<file path="config.mk">
export PLATFORM = sky130hd
export DESIGN_NAME = load_cell_adc_reader_unit
export DESIGN_NICKNAME = d
export VERILOG_FILES = /design/src/hdl/lcar_pkg.sv /design/src/hdl/lcar_cfg_regs.sv /design/src/hdl/lcar_divider.sv /design/src/hdl/load_cell_adc_reader_unit.sv
export SDC_FILE = /design/constraint.sdc
export NUM_CORES = 1
export LEC_CHECK = 0
export ABC_AREA = 1
export BUFFER_PORTS_ARGS = -buffer_cell sky130_fd_sc_hd__buf_2
export CORE_MARGIN = 4
export CORE_UTILIZATION = 45
export DETAILED_ROUTE_END_ITERATION = 6
export PLACE_DENSITY_LB_ADDON = 0.12
export SLEW_MARGIN = 20
export SYNTH_ARGS = -nofsm -noshare
export SYNTH_HDL_FRONTEND = slang
export SYNTH_SLANG_ARGS = --single-unit
</file>
<file path="constraint.sdc">
create_clock -name clk -period 5.9 [get_ports clk]
set_input_delay 0.59 -clock clk [delete_from_list [all_inputs] [get_ports clk]]
set_output_delay 0.59 -clock clk [all_outputs]
set_load 0.005 [all_outputs]
</file>
<file path="src/hdl/lcar_pkg.sv">
`default_nettype none
package lcar_pkg;

  localparam int DATA_BITS = 24;
  localparam int CFG_W     = 24;
  localparam int TOUT_W    = 16;
  localparam int WEIGHT_W  = 25;
  localparam int MAG_W     = (DATA_BITS > CFG_W) ? DATA_BITS : CFG_W;
  localparam int BCNT_W    = $clog2(DATA_BITS + 1);
  localparam int DCNT_W    = $clog2(MAG_W + 1);
  localparam int ADDR_W    = 4;

  localparam logic [CFG_W-1:0]  ZERO_OFFSET_RST   = CFG_W'(0);
  localparam logic [CFG_W-1:0]  SCALE_DIVISOR_RST = CFG_W'(1);
  localparam logic [TOUT_W-1:0] TIMEOUT_MS_RST    = TOUT_W'(2000);
  localparam logic [CFG_W-1:0]  WEIGHT_LIMIT_RST  = CFG_W'(5000);

  localparam logic [MAG_W-1:0]     WEIGHT_MAX = MAG_W'(24'hFFFFFF);
  localparam logic [DATA_BITS-1:0] SIGN_FLIP  = {1'b1, {(DATA_BITS-1){1'b0}}};
  localparam logic [TOUT_W-1:0]    WAIT_SAT   = {TOUT_W{1'b1}};

  typedef enum logic [1:0] {
    REG_ZERO_OFFSET   = 2'd0,
    REG_SCALE_DIVISOR = 2'd1,
    REG_TIMEOUT_MS    = 2'd2,
    REG_WEIGHT_LIMIT  = 2'd3
  } reg_idx_t;

  typedef enum logic [1:0] {
    PH_IDLE  = 2'd0,
    PH_WAIT  = 2'd1,
    PH_SHIFT = 2'd2
  } phase_t;

  typedef enum logic {
    CTL_RUN = 1'b0,
    CTL_DIV = 1'b1
  } ctl_t;

  typedef struct packed {
    logic [CFG_W-1:0]  zero_offset;
    logic [CFG_W-1:0]  scale_divisor;
    logic [TOUT_W-1:0] timeout_ms;
    logic [CFG_W-1:0]  weight_limit;
  } cfg_t;

endpackage
`default_nettype wire

</file>
<file path="src/hdl/lcar_cfg_regs.sv">
`default_nettype none
module lcar_cfg_regs
  import lcar_pkg::*;
(
  input  wire logic              clk,
  input  wire logic              rst,
  input  wire logic              psel,
  input  wire logic              penable,
  input  wire logic              pwrite,
  input  wire logic [ADDR_W-1:0] paddr,
  input  wire logic [31:0]       pwdata,
  output logic      [31:0]       prdata,
  output logic                   pready,
  output cfg_t                   cfg
);

  reg_idx_t idx;
  logic     wr;

  assign idx    = reg_idx_t'(paddr[3:2]);
  assign wr     = psel & penable & pwrite & pready;
  assign pready = 1'b1;

  always_ff @(posedge clk) begin
    if (rst) begin
      cfg.zero_offset   <= ZERO_OFFSET_RST;
      cfg.scale_divisor <= SCALE_DIVISOR_RST;
      cfg.timeout_ms    <= TIMEOUT_MS_RST;
      cfg.weight_limit  <= WEIGHT_LIMIT_RST;
    end else if (wr) begin
      unique case (idx)
        REG_ZERO_OFFSET:   cfg.zero_offset   <= pwdata[CFG_W-1:0];
        REG_SCALE_DIVISOR: cfg.scale_divisor <= pwdata[CFG_W-1:0];
        REG_TIMEOUT_MS:    cfg.timeout_ms    <= pwdata[TOUT_W-1:0];
        REG_WEIGHT_LIMIT:  cfg.weight_limit  <= pwdata[CFG_W-1:0];
      endcase
    end
  end

  always_comb begin
    unique case (idx)
      REG_ZERO_OFFSET:   prdata = 32'(cfg.zero_offset);
      REG_SCALE_DIVISOR: prdata = 32'(cfg.scale_divisor);
      REG_TIMEOUT_MS:    prdata = 32'(cfg.timeout_ms);
      REG_WEIGHT_LIMIT:  prdata = 32'(cfg.weight_limit);
    endcase
  end

endmodule
`default_nettype wire

</file>
<file path="src/hdl/lcar_divider.sv">
`default_nettype none
module lcar_divider
  import lcar_pkg::*;
(
  input  wire logic             clk,
  input  wire logic             rst,
  input  wire logic             start,
  input  wire logic [MAG_W-1:0] dividend,
  input  wire logic [MAG_W-1:0] divisor,
  output logic                  done,
  output logic      [MAG_W-1:0] quotient
);

  logic              busy;
  logic [DCNT_W-1:0] count;
  logic [MAG_W-1:0]  rem;
  logic [MAG_W-1:0]  dvs;
  logic [MAG_W:0]    shifted;
  logic [MAG_W+1:0]  trial;

  // one quotient bit per cycle, restoring
  assign shifted = {rem, quotient[MAG_W-1]};
  assign trial   = {1'b0, shifted} - {2'b00, dvs};

  always_ff @(posedge clk) begin
    if (rst) begin
      busy  <= 1'b0;
      done  <= 1'b0;
      count <= '0;
    end else begin
      done <= 1'b0;
      if (start) begin
        busy  <= 1'b1;
        count <= '0;
      end else if (busy) begin
        count <= count + DCNT_W'(1);
        if (count == DCNT_W'(MAG_W - 1)) begin
          busy <= 1'b0;
          done <= 1'b1;
        end
      end
    end
  end

  always_ff @(posedge clk) begin
    if (start) begin
      rem      <= '0;
      dvs      <= divisor;
      quotient <= dividend;
    end else if (busy) begin
      if (!trial[MAG_W+1]) begin
        rem <= trial[MAG_W-1:0];
      end else begin
        rem <= shifted[MAG_W-1:0];
      end
      quotient <= {quotient[MAG_W-2:0], ~trial[MAG_W+1]};
    end
  end

endmodule
`default_nettype wire

</file>
<file path="src/hdl/load_cell_adc_reader_unit.sv">
// An ordinary tick gives its result in the cycle after it is accepted.
// The tick that finishes a readout runs a bit-serial divider, one quotient bit
// a cycle, and gives its result when the divider is done.
// Throughput: one tick a cycle while the output is taken; no tick is accepted
// while the divider runs.
// Reset: rst (synchronous) returns to idle and loads the register defaults.
`default_nettype none
module load_cell_adc_reader_unit
  import lcar_pkg::*;
(
  input  wire logic              clk,
  input  wire logic              rst,
  input  wire logic              s_axis_tvalid,
  output logic                   s_axis_tready,
  input  wire logic [7:0]        s_axis_tdata,  // start_read, dout_level, ms_strobe
  output logic                   m_axis_tvalid,
  input  wire logic              m_axis_tready,
  output logic      [31:0]       m_axis_tdata,  // sck_level, weight[24:0], timed_out, busy_res
  output logic                   m_axis_tuser,  // weight_valid
  input  wire logic              psel,
  input  wire logic              penable,
  input  wire logic              pwrite,
  input  wire logic [ADDR_W-1:0] paddr,
  input  wire logic [31:0]       pwdata,
  output logic      [31:0]       prdata,
  output logic                   pready
);

  cfg_t cfg;

  lcar_cfg_regs u_cfg (
    .clk     (clk),
    .rst     (rst),
    .psel    (psel),
    .penable (penable),
    .pwrite  (pwrite),
    .paddr   (paddr),
    .pwdata  (pwdata),
    .prdata  (prdata),
    .pready  (pready),
    .cfg     (cfg)
  );

  phase_t               phase, phase_next;
  logic [BCNT_W-1:0]    bit_count, bit_count_next;
  logic [DATA_BITS-1:0] shift_word, shift_word_next;
  logic [TOUT_W-1:0]    wait_count, wait_count_next, wait_inc;
  logic                 clock_high, clock_high_next;
  ctl_t                 ctl, ctl_next;

  logic start_read, dout_level, ms_strobe;
  logic acc, fin, tout;

  assign start_read = s_axis_tdata[0];
  assign dout_level = s_axis_tdata[1];
  assign ms_strobe  = s_axis_tdata[2];

  assign s_axis_tready = (ctl == CTL_RUN) && (!m_axis_tvalid || m_axis_tready);
  assign acc           = s_axis_tvalid & s_axis_tready;
  assign wait_inc      = (wait_count != WAIT_SAT) ? wait_count + TOUT_W'(1) : wait_count;

  always_comb begin
    phase_next      = phase;
    bit_count_next  = bit_count;
    shift_word_next = shift_word;
    wait_count_next = wait_count;
    clock_high_next = clock_high;
    tout            = 1'b0;
    fin             = 1'b0;
    unique case (phase)
      PH_IDLE: begin
        if (start_read) begin
          phase_next      = PH_WAIT;
          wait_count_next = '0;
        end
      end
      PH_WAIT: begin
        if (!dout_level) begin
          phase_next      = PH_SHIFT;
          bit_count_next  = '0;
          shift_word_next = '0;
          clock_high_next = 1'b0;
        end else if (ms_strobe) begin
          wait_count_next = wait_inc;
          if (wait_inc >= cfg.timeout_ms) begin
            tout       = 1'b1;
            phase_next = PH_IDLE;
          end
        end
      end
      PH_SHIFT: begin
        if (!clock_high) begin
          clock_high_next = 1'b1;
        end else begin
          clock_high_next = 1'b0;
          if (bit_count != BCNT_W'(DATA_BITS)) begin
            shift_word_next = {shift_word[DATA_BITS-2:0], dout_level};
            bit_count_next  = bit_count + BCNT_W'(1);
          end else begin
            fin            = 1'b1;
            phase_next     = PH_IDLE;
            bit_count_next = '0;
          end
        end
      end
      default: begin
        phase_next      = PH_IDLE;
        clock_high_next = 1'b0;
      end
    endcase
  end

  always_ff @(posedge clk) begin
    if (rst) begin
      phase      <= PH_IDLE;
      bit_count  <= '0;
      shift_word <= '0;
      wait_count <= '0;
      clock_high <= 1'b0;
    end else if (acc) begin
      phase      <= phase_next;
      bit_count  <= bit_count_next;
      shift_word <= shift_word_next;
      wait_count <= wait_count_next;
      clock_high <= clock_high_next;
    end
  end

  // offset-binary raw word minus tare, sign split off for the divider
  logic [DATA_BITS-1:0] raw;
  logic [MAG_W:0]       diff;
  logic                 diff_neg, div_neg;
  logic [MAG_W-1:0]     diff_mag, divisor, quotient, q_sat;
  logic                 div_start, div_done;
  logic [WEIGHT_W-1:0]  weight;

  assign raw       = shift_word ^ SIGN_FLIP;
  assign diff      = (MAG_W+1)'(raw) - (MAG_W+1)'(cfg.zero_offset);
  assign diff_neg  = diff[MAG_W];
  assign diff_mag  = diff_neg ? MAG_W'(-diff) : diff[MAG_W-1:0];
  assign divisor   = (cfg.scale_divisor == '0) ? MAG_W'(1) : MAG_W'(cfg.scale_divisor);
  assign div_start = acc & fin;

  lcar_divider u_div (
    .clk      (clk),
    .rst      (rst),
    .start    (div_start),
    .dividend (diff_mag),
    .divisor  (divisor),
    .done     (div_done),
    .quotient (quotient)
  );

  always_ff @(posedge clk) begin
    if (div_start) begin
      div_neg <= diff_neg;
    end
  end

  assign q_sat = (quotient > WEIGHT_MAX) ? WEIGHT_MAX : quotient;

  always_comb begin
    if (div_neg) begin
      weight = -WEIGHT_W'(q_sat);
    end else if (quotient >= MAG_W'(cfg.weight_limit)) begin
      weight = '0;
    end else begin
      weight = WEIGHT_W'(quotient);
    end
  end

  always_comb begin
    ctl_next = ctl;
    unique case (ctl)
      CTL_RUN: if (div_start) ctl_next = CTL_DIV;
      CTL_DIV: if (div_done) ctl_next = CTL_RUN;
    endcase
  end

  always_ff @(posedge clk) begin
    if (rst) begin
      ctl <= CTL_RUN;
    end else begin
      ctl <= ctl_next;
    end
  end

  always_ff @(posedge clk) begin
    if (rst) begin
      m_axis_tvalid <= 1'b0;
    end else if ((acc && !fin) || div_done) begin
      m_axis_tvalid <= 1'b1;
    end else if (m_axis_tready) begin
      m_axis_tvalid <= 1'b0;
    end
  end

  always_ff @(posedge clk) begin
    if (acc && !fin) begin
      m_axis_tdata <= {4'b0000, (phase_next != PH_IDLE), tout,
                       {WEIGHT_W{1'b0}}, clock_high_next};
      m_axis_tuser <= 1'b0;
    end else if (div_done) begin
      m_axis_tdata <= {4'b0000, 1'b0, 1'b0, weight, 1'b0};
      m_axis_tuser <= 1'b1;
    end
  end

`ifndef SYNTH
  a_no_accept_in_div: assert property (@(posedge clk) disable iff (rst)
    (ctl == CTL_DIV) |-> !s_axis_tready)
    else $error("tick accepted while divider runs");

  a_done_in_div: assert property (@(posedge clk) disable iff (rst)
    div_done |-> (ctl == CTL_DIV))
    else $error("divider done outside division");

  a_div_to_result: assert property (@(posedge clk) disable iff (rst)
    div_done |=> (m_axis_tvalid && m_axis_tuser))
    else $error("finished weight not presented");

  a_valid_not_busy: assert property (@(posedge clk) disable iff (rst)
    (m_axis_tvalid && m_axis_tuser) |-> (!m_axis_tdata[27] && !m_axis_tdata[26]))
    else $error("weight presented with busy or timeout set");
`endif

endmodule
`default_nettype wire

</file>
; ---- Word-level counts from Yosys, hierarchy flattened
; Index checks and enable logic that the tools add are counted.
[op_classes]
add_sub_neg = 7
magnitude_cmp = 3
n_eq_ne = 14
n_mux = 49
bitwise = 8
reduce_logical = 24
[ops]
columns = operator, n
row1 = $mux 24, 9
row2 = $pmux 32 s4, 1
row3 = $mux 16, 4
row4 = $mux 28, 2
row5 = $pmux 24 s2, 1
row6 = $pmux 16 s2, 1
row7 = $sub 25x24->26, 1
row8 = $mux 25, 1
row9 = $neg 24->25, 1
row10 = $sub 24x24->25, 1
row11 = $ge 24x24->1, 1
row12 = $gt 24x24->1 const B, 1
row13 = $logic_not 24->1, 1
row14 = $neg 24->24, 1
row15 = $mux 1, 17
row16 = $add 16x1->16 const B, 1
row17 = $ge 16x16->1, 1
row18 = $ne 16x16->1 const B, 1
row19 = $mux 5, 3
row20 = $mux 2, 6
row21 = $ne 2x2->1 const B, 6
row22 = $reduce_bool 2->1, 6
row23 = $add 5x1->5 const B, 2
row24 = $pmux 5 s2, 1
row25 = other kinds (18), 35
[totals]
ff_bits = 247
input_bits = 51
output_inout_bits = 68
word_cells = 126

; ---- Longest topological paths before layout
; Gate-level depths: netlist (run 1).
[logic_depth]
word_depth = 9
depth_mapped = 22
ltp_nobuf = 22

; ---- Cells and area by module
; A second synthesis (run 1) with hierarchy kept.
[hier_totals]
cells_unflattened = 2624
area_unflattened_um2 = 16920.0
[modules_own_cells]
columns = mod, n_inst, cells_each, area_each_um2, seq_area_each_um2
row1 = load_cell_adc_reader_unit, 1, 1261, 7596.0, 1641.6
row2 = lcar_divider, 1, 727, 5137.4, 2062.0
row3 = lcar_cfg_regs, 1, 636, 4186.5, 1761.7

; ---- Worst setup path after synthesis (run 1)
; OpenSTA, ideal clock, no wires.
[synth_path]
path_kind = reg-to-reg
start = reg wait_count[0]
end = reg m_axis_tdata[27], data pin
setup_ns = 0.254
t_arrival_ns = 2.541
required_ns = 5.646
path_slack_ns = 3.106
path_stages_with_launch = 19
path_buffers = 0
period_less_slack_ns = 2.794
cell_sequence = dfxtp_1 ha_1 inv_1 nor4_2 nand2_1 nor2_1 nand2_1 nor2_2 nor3_1 xor2_1 ha_1 nand2_1 nor3_1 nand3_1 nand3_1 nand2_1 a22o_1 nand2_1 nand2_1
[synth_via]
elab_chain_len = 9
elab_cells_between_ends = 10
cone_classes = 1 x add/sub / 1 x order compare / 1 x eq/ne / 6 x mux / 1 x reduce/logical
[synth_lines]
columns = item, line_no
row1 = from (decl), load_cell_adc_reader_unit.sv:47  ; logic [TOUT_W-1:0] wait_count, wait_count_next, wait_inc;
row2 = from (signal assigned), load_cell_adc_reader_unit.sv:124  ; wait_count <= wait_count_next;
row3 = $add 16x1->16 / $ne 16x16->1 (equally long branches), load_cell_adc_reader_unit.sv:60  ; assign wait_inc = (wait_count != WAIT_SAT) ? wait_count + TOUT_W'(1) : wait_count;
row4 = $mux 16 (*), load_cell_adc_reader_unit.sv:60
row5 = $ge 16x16->1 (*), load_cell_adc_reader_unit.sv:85  ; if (wait_inc >= cfg.timeout_ms) begin
row6 = $mux 2 (*), load_cell_adc_reader_unit.sv:85
row7 = $mux 2 (*), load_cell_adc_reader_unit.sv:83  ; end else if (ms_strobe) begin
row8 = $mux 2 (*), load_cell_adc_reader_unit.sv:78  ; if (!dout_level) begin
row9 = $pmux 2 s3 (*), load_cell_adc_reader_unit.sv:70  ; unique case (phase)
row10 = $reduce_bool 2->1 (*), load_cell_adc_reader_unit.sv:200  ; m_axis_tdata <= {4'b0000, (phase_next != PH_IDLE), tout,
row11 = $mux 28 (*), load_cell_adc_reader_unit.sv:199  ; if (acc && !fin) begin
row12 = to (signal assigned), load_cell_adc_reader_unit.sv:200
row13 = to (signal assigned), load_cell_adc_reader_unit.sv:204  ; m_axis_tdata <= {4'b0000, 1'b0, 1'b0, weight, 1'b0};
row14 = to (decl), load_cell_adc_reader_unit.sv:18  ; output logic [31:0] m_axis_tdata,
; Mark *: on every way between the ends. The rest lies on a longest branch, timed or not.
; A chain may end at the register's enable or synchronous reset.

; ---- Worst setup path in the final report (run 1)
[layout_path]
start = reg phase[1]
end = reg shift_word[11]
[layout_via]
elab_chain_len = 3
elab_cells_between_ends = 8
cone_classes = 5 x eq/ne / 1 x mux / 2 x reduce/logical
[layout_lines]
columns = item, line_no
row1 = from (decl), load_cell_adc_reader_unit.sv:44  ; phase_t phase, phase_next;
row2 = from (signal assigned), load_cell_adc_reader_unit.sv:121  ; phase <= phase_next;
row3 = $eq 2x2->1 / $eq 2x1->1 (equally long branches), load_cell_adc_reader_unit.sv:70
row4 = $ne 2x2->1 (no source line) / $reduce_bool 2->1 (equally long branches), -
row5 = $reduce_and 5->1 (no source line), -
row6 = to (signal assigned), load_cell_adc_reader_unit.sv:123  ; shift_word <= shift_word_next;
row7 = to (decl), load_cell_adc_reader_unit.sv:46  ; logic [DATA_BITS-1:0] shift_word, shift_word_next;
; Several ways; a longest one is shown, not always the timed one.

==> flow_summary.yaml, run 1 <==
pwr:
  ir_drop_mv: 0.1991
  p_clk_share_pct: 43.4
  switchingPower_mw: 1.177
  seqPwrFrac_pct: 42.2
  power_frac_comb_pct: 14.5
  power.internal_mw: 3.047
  p_leak_nw: 7.743
  total_power_mw: 4.224
  netSwitchingFraction_pct: 27.86
  power.density_mw_per_mm2: 250.3
synthesis:
  synth_area_sq_mm: 0.01525
  synth-seq-cells: 247
  synth_flop_cell: "dfxtp_1"
  ys_types: 58
  syn_inst: 2191
  ys.warnings.count: 0
  syn_area_per_cell_sq_um: 6.962
  synth_edf_count: 52
  yosysSeqAreaShare_pct: 35.83
  ys_async_sr_fraction_pct: 0
critical_path:
  critical_path.top_delay_family: "simple AND/OR/NAND/NOR gates"
  worst-endpoint-required_ns: 6.37
  critPathArrivalTime_ns: 4.05
  max_stage_delay_ns: 0.86
  startpoint_type: "register"
  critical_path_depth: 8
  crit_type: "reg -> reg"
  reg2reg_depth: 8
  critical_path.slowest_cell: "inv_1"
  worst-path-max-fanout: 27
  cp_cell_sequence: "inv_1 > nor2_2 > nand2_1 > nand2_1 > nand3_1 > inv_1 > nand3_1 > a21oi_1"
  cp.buffers_inverters: 2
  end_kind: "register"
place:
  dp_hpwl_um: 34090
  gp_congestion: 0.9123
  io_buffers: 90
  dpl.cell_count: 2642
timing:
  fin_setup_tns_ns: 0
  setup_viol: 0
  relSlewSlack_pct: 29.25
  skew_ns: 0.03114
  rsz0062_at_grt: "no"
  tightest_slew_ns: 1.060
  hold_viol: 0
  max_freq_ghz: 0.2794
  finalMaxSlewViolations: 0
  post-route-min-period_ns: 3.579
  period_share_pct: 60.67
finish:
  mostFrequentLayoutCells: "539 x nand2_1, 263 x inv_1, 195 x dfxtp_1, 191 x a21oi_1, 178 x nor2_1"
  instances_no_fill: 2694
  syn_to_final_growth_pct: 10.64
  nets: 2371
  drive_gt1_share_pct: 9.484
  antenna_cells: 0
  layout_commonest_cell: "nand2_1"
floorplan:
  die_h_um: 192.1
  io_pins: 119
  die_x_um: 192.1
  coreArea_sq_mm: 0.03345
  start_util_pct: 45.61
  rows: 67
  fp.dieArea_sq_mm: 0.03691
run_status:
  status: "completed"
cts:
  cts_setup_buffers: 0
  ctsResizeCount: 0
  clk_pin_slew_ns: 0.06
  numCtsBuffers: 28
  clock_path_buffers: 3
  cts_hold_buffers: 0
  htreeDepth: 1
  clk_latency_ns: 0.58
  cts_root_buf: "clkbuf_16"
  cts_tree: "built"
  cts_sinks: 247
worst_hold_path:
  hold_path.class: "in -> reg"
  whs_path_depth: 3
grt:
  antenna_found_initial: 0
  overflow: 0
  grt_max_degree: 90
  grt_first_pass_wirelength_um: 71200
  grt.total_usage_pct: 24.08
  grt_pass1_vias: 13250
route:
  drt-wirelength-per-cell_um: 16.42
  postRouteAntennaNets: 0
  routed_via_density: 5.266
  vias: 14190
  firstDrtPassIters: 6
  wirelength_um: 44220
  drt_iter0_drc: 953
  drc_errors: 0
flow_run:
  maxCapViolCount: 0
synth_stat cells (8+ instances only):
master	n	share of area, %
buf_4	18	0.89
nor4_1	8	0.33
xnor2_1	13	0.75
nand2_2	11	0.45
nor3_1	28	0.92
ha_1	94	7.7
inv_2	14	0.34
inv_1	263	6.5
edfxtp_1	52	10
a21oi_1	191	6.3
nor2_1	178	4.4
clkbuf_1	73	1.8
dfxtp_1	195	26
a31oi_1	9	0.37
nand4_1	21	0.86
nand2_1	539	13
nand3_1	127	4.2
o221ai_1	9	0.52
o21bai_1	8	0.39
o21ai_0	173	5.7
o211ai_1	36	1.8
buf_2	12	0.39
xor2_1	32	1.8
flip-flops by register name, indices dropped and copies added, names as in the netlist:
register        flops
clock_high          1
u_div.quotient     24
bit_count           5
u_div.count         5
u_cfg.cfg          88
ctl                 1
m_axis_tuser        1
div_neg             1
m_axis_tdata       28
u_div.done          1
u_div.dvs          24
shift_word         24
u_div.busy          1
phase               2
wait_count         16
u_div.rem          24
m_axis_tvalid       1
layer usage:
layer / vias up / track usage, % / share of wire, %
met1: 6482 / 34.67 / 48
li1: 7270 / - / -
met2: 378 / 38.88 / 44
met3: 56 / 3.017 / 6.3
met4: 0 / 5.211 / 1.9
met5: - / 0 / 0
kinds of logic after synthesis:
family                     synth area share, %
buffers and inverters                    10.15
DFF                                      35.83
xor gates and xnor gates                 2.584
adders and majority gates                7.972
and+or+nand+nor                          26.48
AOI/OAI and AO/OA                        16.94
other                                  0.04923
through the flow:
step	hold slack [ns]	utilization [%]	area (sq um)	worst slack (ns)
final	0.2723	50.46	16880	2.321
after detailed placement	0.4595	47.51	15890	2.268
after global routing	0.2886	50.46	16880	1.898
after global placement	0.4441	47.51	15890	2.289
after floorplan	0.4269	-	15300	3.106
after CTS	0.2523	50.46	16880	2.377
worst min-delay path: cells and delay by family:
| family | cells | cell delay [ns] |
|---|---|---|
| and+or+nand+nor | 2 | 0.12 |
| buffers and inverters | 1 | 0.10 |
path summary, 6_finish.rpt:
kind	endpoint	start	slack (ns)
max	shift_word[11]	phase[1]	2.32
min	u_cfg.cfg[60]	pwdata[20]	0.27
max reg2reg	shift_word[11]	phase[1]	2.32
min reg2reg	wait_count[2]	wait_count[2]	0.47
layout make-up:
class / count / area (sq um)
Clock buffer: 38 / 810.8
Clock inverter: 14 / 173.9
Fill cell: 3332 / 16570
Inverter: 282 / 1059
Multi-Input combinational cell: 1565 / 8283
Sequential cell: 247 / 5465
Tap cell: 448 / 560.5
Timing Repair Buffer: 100 / 525.5
power by group through the flow:
| stage | sequential (mW) | combinational, mW | clock, mW |
|---|---|---|---|
| 3_3_place_gp | 1.82 | 0.599 | 0 |
| 4_1_cts | 1.78 | 0.609 | 1.87 |
| 3_5_place_dp | 1.82 | 0.605 | 0 |
| 6_report | 1.78 | 0.611 | 1.83 |
| 2_1_floorplan | 1.81 | 0.467 | 0 |
| 5_1_grt | 1.78 | 0.701 | 1.94 |
No activity file was read; power rests on OpenSTA's default activity.
==> run 2: changes to the inputs <==
clock period = 3.6 ns   (was 5.9 ns; I/O delays follow)
==> run 2 against run 1 <==
  * Sequential share of layout area fell by 0.39 points
  * Final area rose by 1.2%
  * Critical path depth rose by 13
  * Clock skew fell by 0.017 ns
  * Non-clock buffer count rose by 12
  * Register-to-register slack got worse by 1.9 ns
  * Cell count rose by 0.45%
  * Largest cell class unchanged
==> flow_summary.yaml, run 2 (synthesized netlist as in run 1, its figures left out) <==
run_status:
  status: "completed"
pwr:
  power.density_mw_per_mm2: 422.8
  p_leak_nw: 7.851
  ir_drop_mv: 0.4632
cts:
  cts_sinks: 247
  clk_pin_slew_ns: 0.07
  cts_root_buf: "clkbuf_16"
  numCtsBuffers: 28
  cts_hold_buffers: 0
  htreeDepth: 1
  clock_path_buffers: 3
  cts_tree: "built"
  clk_latency_ns: 0.57
timing:
  period_share_pct: 88.94
  fin_setup_tns_ns: 0
  finalMaxSlewViolations: 0
  setup_viol: 0
  max_freq_ghz: 0.3123
  post-route-min-period_ns: 3.202
  relSlewSlack_pct: 39.67
  tightest_slew_ns: 0.9039
  hold_viol: 0
  rsz0062_at_grt: "no"
  skew_ns: 0.01392
grt:
  antenna_found_initial: 1
  grt_pass1_vias: 13220
  grtUsageMet3_pct: 3.308
  use_met2_pct: 38.89
  met1_usage_pct: 35.01
  top_usage_layer: "met2"
  overflow: 0
  grt.total_usage_pct: 24.24
  grt_max_degree: 73
  grt_first_pass_wirelength_um: 71780
route:
  postRouteAntennaNets: 0
  routed_via_density: 5.286
  drt-wirelength-per-cell_um: 16.62
  firstDrtPassIters: 7
  vias: 14300
  drc_errors: 0
  wirelength_um: 44980
  drt_iter0_drc: 1017
floorplan:
  die_h_um: 192.1
  die_x_um: 192.1
  start_util_pct: 45.61
  io_pins: 119
  coreArea_sq_mm: 0.03345
  fp.dieArea_sq_mm: 0.03691
  rows: 67
finish:
  reg.largest.list: "u_cfg.cfg x88, m_axis_tdata x28"
  mostFrequentLayoutCells: "539 x nand2_1, 263 x inv_1, 195 x dfxtp_1, 191 x a21oi_1, 178 x nor2_1"
  nets: 2383
  top_register: "u_cfg.cfg"
  largest_reg_flops: 88
  fillCellCount: 3337
  instances_no_fill: 2706
  ff_latch_area_sq_mm: 0.005465
  drive_gt1_share_pct: 9.920
  layout_commonest_cell: "nand2_1"
  multi_input_area_sq_mm: 0.008293
  postLayoutCoreUtil_pct: 51.08
  syn_to_final_growth_pct: 12.00
  antenna_cells: 0
critical_path:
  worst-endpoint-required_ns: 3.93
  crit_type: "reg -> reg"
  startpoint_type: "register"
  worst-path-max-fanout: 5
  critPathArrivalTime_ns: 3.53
  end_kind: "register"
place:
  dp_hpwl_um: 34570
  io_buffers: 90
  dpl.cell_count: 2654
  gp_congestion: 0.9122
worst_hold_path:
  hold_path.class: "in -> reg"
flow_run:
  maxCapViolCount: 0
run 2: changes by cell type in the layout (fill, tap and decap cells not counted), sizes merged:
cell,before,now
buf,100,112
bufinv,3,8
clkbuf,38,35
clkinvlp,2,0
run 2: final timing paths:
| check | from | endpoint | slack, ns | depth (start not counted) |
|---|---|---|---|---|
| max | wait_count[0] | m_axis_tdata[27] | 0.40 | 21 |
| min | pwdata[20] | u_cfg.cfg[60] | 0.06 | 3 |
| max reg2reg | wait_count[0] | m_axis_tdata[27] | 0.40 | 21 |
| min reg2reg | u_div.rem[23] | u_div.rem[23] | 0.46 | 2 |
run 2: worst max-delay path: stages, from the launching register on:
cell and delay [ns]:
dfxtp_1 0.36, ha_1 0.15, inv_1 0.07, nor4_2 0.27, nand2_1 0.15, nor2_1 0.15
nand2_1 0.15, nor2_4 0.18, nor3_1 0.11, nand3_1 0.08, nand2_1 0.08, ha_1 0.30
nand2_1 0.05, nor2_1 0.12, nand2_1 0.07, o211ai_1 0.08, nand2_1 0.07, nand3_1 0.15
nand2_1 0.07, a22o_1 0.18, nand2_1 0.07, nand2_1 0.05
run 2: what timing repair did:
action,in CTS,in global routing
resized for setup,0,2
setup endpoints to repair,0,1
setup buffers,0,0
run 2: cell type report:
cell class / count / area share [%]
Multi-Input combinational cell: 1565 / 48.54
Tap cell: 448 / 3.281
Inverter: 282 / 6.196
Clock inverter: 17 / 1.743
Timing Repair Buffer: 112 / 3.823
Sequential cell: 247 / 31.99
Clock buffer: 35 / 4.431
run 2: report_power, final:
part,leakage (nW),switching [mW],internal [mW]
logic,5.27,0.696,0.342
clock network,0.518,1.21,2.06
registers,2.06,0.0423,2.88
run 2: routing by layer:
metal  up-vias  share of wire [%]
li1       7274                  -
met1      6587                 48
met2       379                 44
met3        61                6.2
met4         2                1.8
met5         -              0.029
run 2: through the flow:
stage               hold slack [ns]  setup slack, ns  cell area (sq um)  power (mW)
floorplan                    0.4269           0.8058              15300       3.729
global route                0.06441          0.02314              17090       7.543
finish                      0.05536           0.3983              17090       7.224
CTS                         0.03076           0.3186              17080       7.289
detailed placement           0.4488           0.3241              16020       4.001
global placement             0.4403           0.3828              16020       3.988
==> run 3: changes to the inputs <==
PLACE_DENSITY = 0.65   (was not set)
PLACE_DENSITY_LB_ADDON = not set   (was 0.12)
==> run 3 against run 2 <==
  * Global-route usage is 0.24 points lower
  * Die area unchanged
  * Largest power group is now sequential cells
  * First-iteration DRC count is 1.8% higher
  * Sequential power hardly changed
  * Final area down 1.1%
  * Clock-buffer cell count increased by 7
  * Core utilization decreased by 0.58 points
==> flow_summary.yaml, run 3 (synthesized netlist as in run 1, its figures left out) <==
cts:
  clk_latency_ns: 0.57
  htreeDepth: 1
  cts_tree: "built"
  cts_sinks: 247
  clk_pin_slew_ns: 0.06
  numCtsBuffers: 29
  ctsResizeCount: 0
  cts_hold_buffers: 0
  clock_path_buffers: 3
  cts_setup_buffers: 0
  cts_root_buf: "clkbuf_16"
floorplan:
  coreArea_sq_mm: 0.03345
  rows: 67
  start_util_pct: 45.61
  fp.dieArea_sq_mm: 0.03691
  die_h_um: 192.1
  io_pins: 119
  die_x_um: 192.1
grt:
  grt_pass1_vias: 13240
  overflow: 0
  antenna_found_initial: 0
  grt_first_pass_wirelength_um: 71560
  grt.total_usage_pct: 24.00
  grt_max_degree: 68
timing:
  rsz0062_at_grt: "no"
  post-route-min-period_ns: 3.315
  setup_viol: 0
  fin_setup_tns_ns: 0
  finalMaxSlewViolations: 0
  period_share_pct: 92.08
  relSlewSlack_pct: 31.00
  tightest_slew_ns: 1.031
  hold_viol: 0
  skew_ns: 0.01616
  max_freq_ghz: 0.3017
route:
  vias: 14430
  postRouteAntennaNets: 0
  routed_via_density: 5.339
  drt-wirelength-per-cell_um: 16.36
  drc_errors: 0
  wirelength_um: 44210
  drt_iter0_drc: 1035
  firstDrtPassIters: 6
pwr:
  power.density_mw_per_mm2: 399.1
  p_leak_nw: 7.749
  power_frac_comb_pct: 15.1
  p_clk_share_pct: 41.6
  seqPwrFrac_pct: 43.3
  ir_drop_mv: 0.4307
  netSwitchingFraction_pct: 28.07
  switchingPower_mw: 1.893
  power.internal_mw: 4.849
  total_power_mw: 6.742
flow_run:
  maxCapViolCount: 0
finish:
  mostFrequentLayoutCells: "539 x nand2_1, 263 x inv_1, 195 x dfxtp_1, 191 x a21oi_1, 178 x nor2_1"
  reg.largest.list: "u_cfg.cfg x88, m_axis_tdata x28"
  nets: 2381
  top_register: "u_cfg.cfg"
  layout_commonest_cell: "nand2_1"
  postLayoutCoreUtil_pct: 50.50
  syn_to_final_growth_pct: 10.73
  drive_gt1_share_pct: 9.543
  largest_reg_flops: 88
place:
  io_buffers: 90
  dp_hpwl_um: 33900
  gp_congestion: 0.9080
critical_path:
  crit_type: "reg -> reg"
  startpoint_type: "register"
  worst-path-max-fanout: 5
  end_kind: "register"
  critPathArrivalTime_ns: 3.64
  worst-endpoint-required_ns: 3.93
worst_hold_path:
  hold_path.class: "in -> reg"
run_status:
  status: "completed"
## run 3: cell count changes in the layout (fill, tap and decap cells not counted), moves of 2 or more
cell        previous run  this run
bufinv_16              8         1
clkinvlp_4             0         2
clkbuf_1               4         9
clkinv_1               6         4
clkinv_2               5         3
buf_4                 19        17
## run 3: layout make-up
cell class | count | area [sq um]
antenna | 1 | 2.502
clock buffer | 42 | 814.5
clock inverter | 8 | 88.84
fill | 3372 | 16560
inverter | 282 | 1059
multi-input combinational | 1565 | 8283
sequential | 247 | 5465
tap | 448 | 560.5
timing repair buffer | 109 | 618.1
## run 3: metrics by stage
step / instance area [sq um] / hold slack (ns) / cells / setup slack, ns
floorplan: 15300 / 0.4269 / 2202 / 0.8058
global placement: 15990 / 0.4393 / 2651 / 0.3750
detailed placement: 15990 / 0.4523 / 2651 / 0.3091
CTS: 16890 / 0.05615 / 2701 / 0.3054
global route: 16890 / 0.05298 / 2701 / 0.04565
finish: 16890 / 0.06029 / 2702 / 0.2853
## run 3: power groups by stage
stage | sequential, mW | clock (mW) | combinational (mW)
after floorplan | 2.96 | 0 | 0.765
after global placement | 2.98 | 0 | 0.991
after detailed placement | 2.98 | 0 | 1.01
after CTS | 2.92 | 2.87 | 1.01
after global routing | 2.92 | 3.00 | 1.15
final | 2.92 | 2.81 | 1.02
## run 3: routing by layer
layer  global-route usage (%)  routed length (um)
met5                        0                   0
met4                    5.540                 988
met3                    2.908                2976
met2                    38.81               19690
met1                    34.43               20550
## run 3: path summary, 6_finish.rpt
path / start / endpoint / slack (ns) / cells after the start
setup / recovery: wait_count[0] / m_axis_tdata[27] / 0.29 / 21
hold / removal: rst / wait_count[1] / 0.06 / 2
setup reg to reg: wait_count[0] / m_axis_tdata[27] / 0.29 / 21
hold reg to reg: u_div.rem[23] / u_div.rem[23] / 0.46 / 2
## run 3: critical path, stage by stage (launching register included)
cell and delay, ns:
dfxtp_1 0.35, ha_1 0.16, inv_1 0.07, nor4_2 0.31, nand2_1 0.16, nor2_1 0.16, nand2_1 0.13, nor2_2 0.22
nor3_1 0.12, nand3_1 0.09, nand2_1 0.07, ha_1 0.30, nand2_1 0.05, nor2_1 0.12, nand2_1 0.08, o211ai_1 0.09
nand2_1 0.07, nand3_1 0.13, nand2_1 0.07, a22o_1 0.18, nand2_1 0.08, nand2_1 0.05
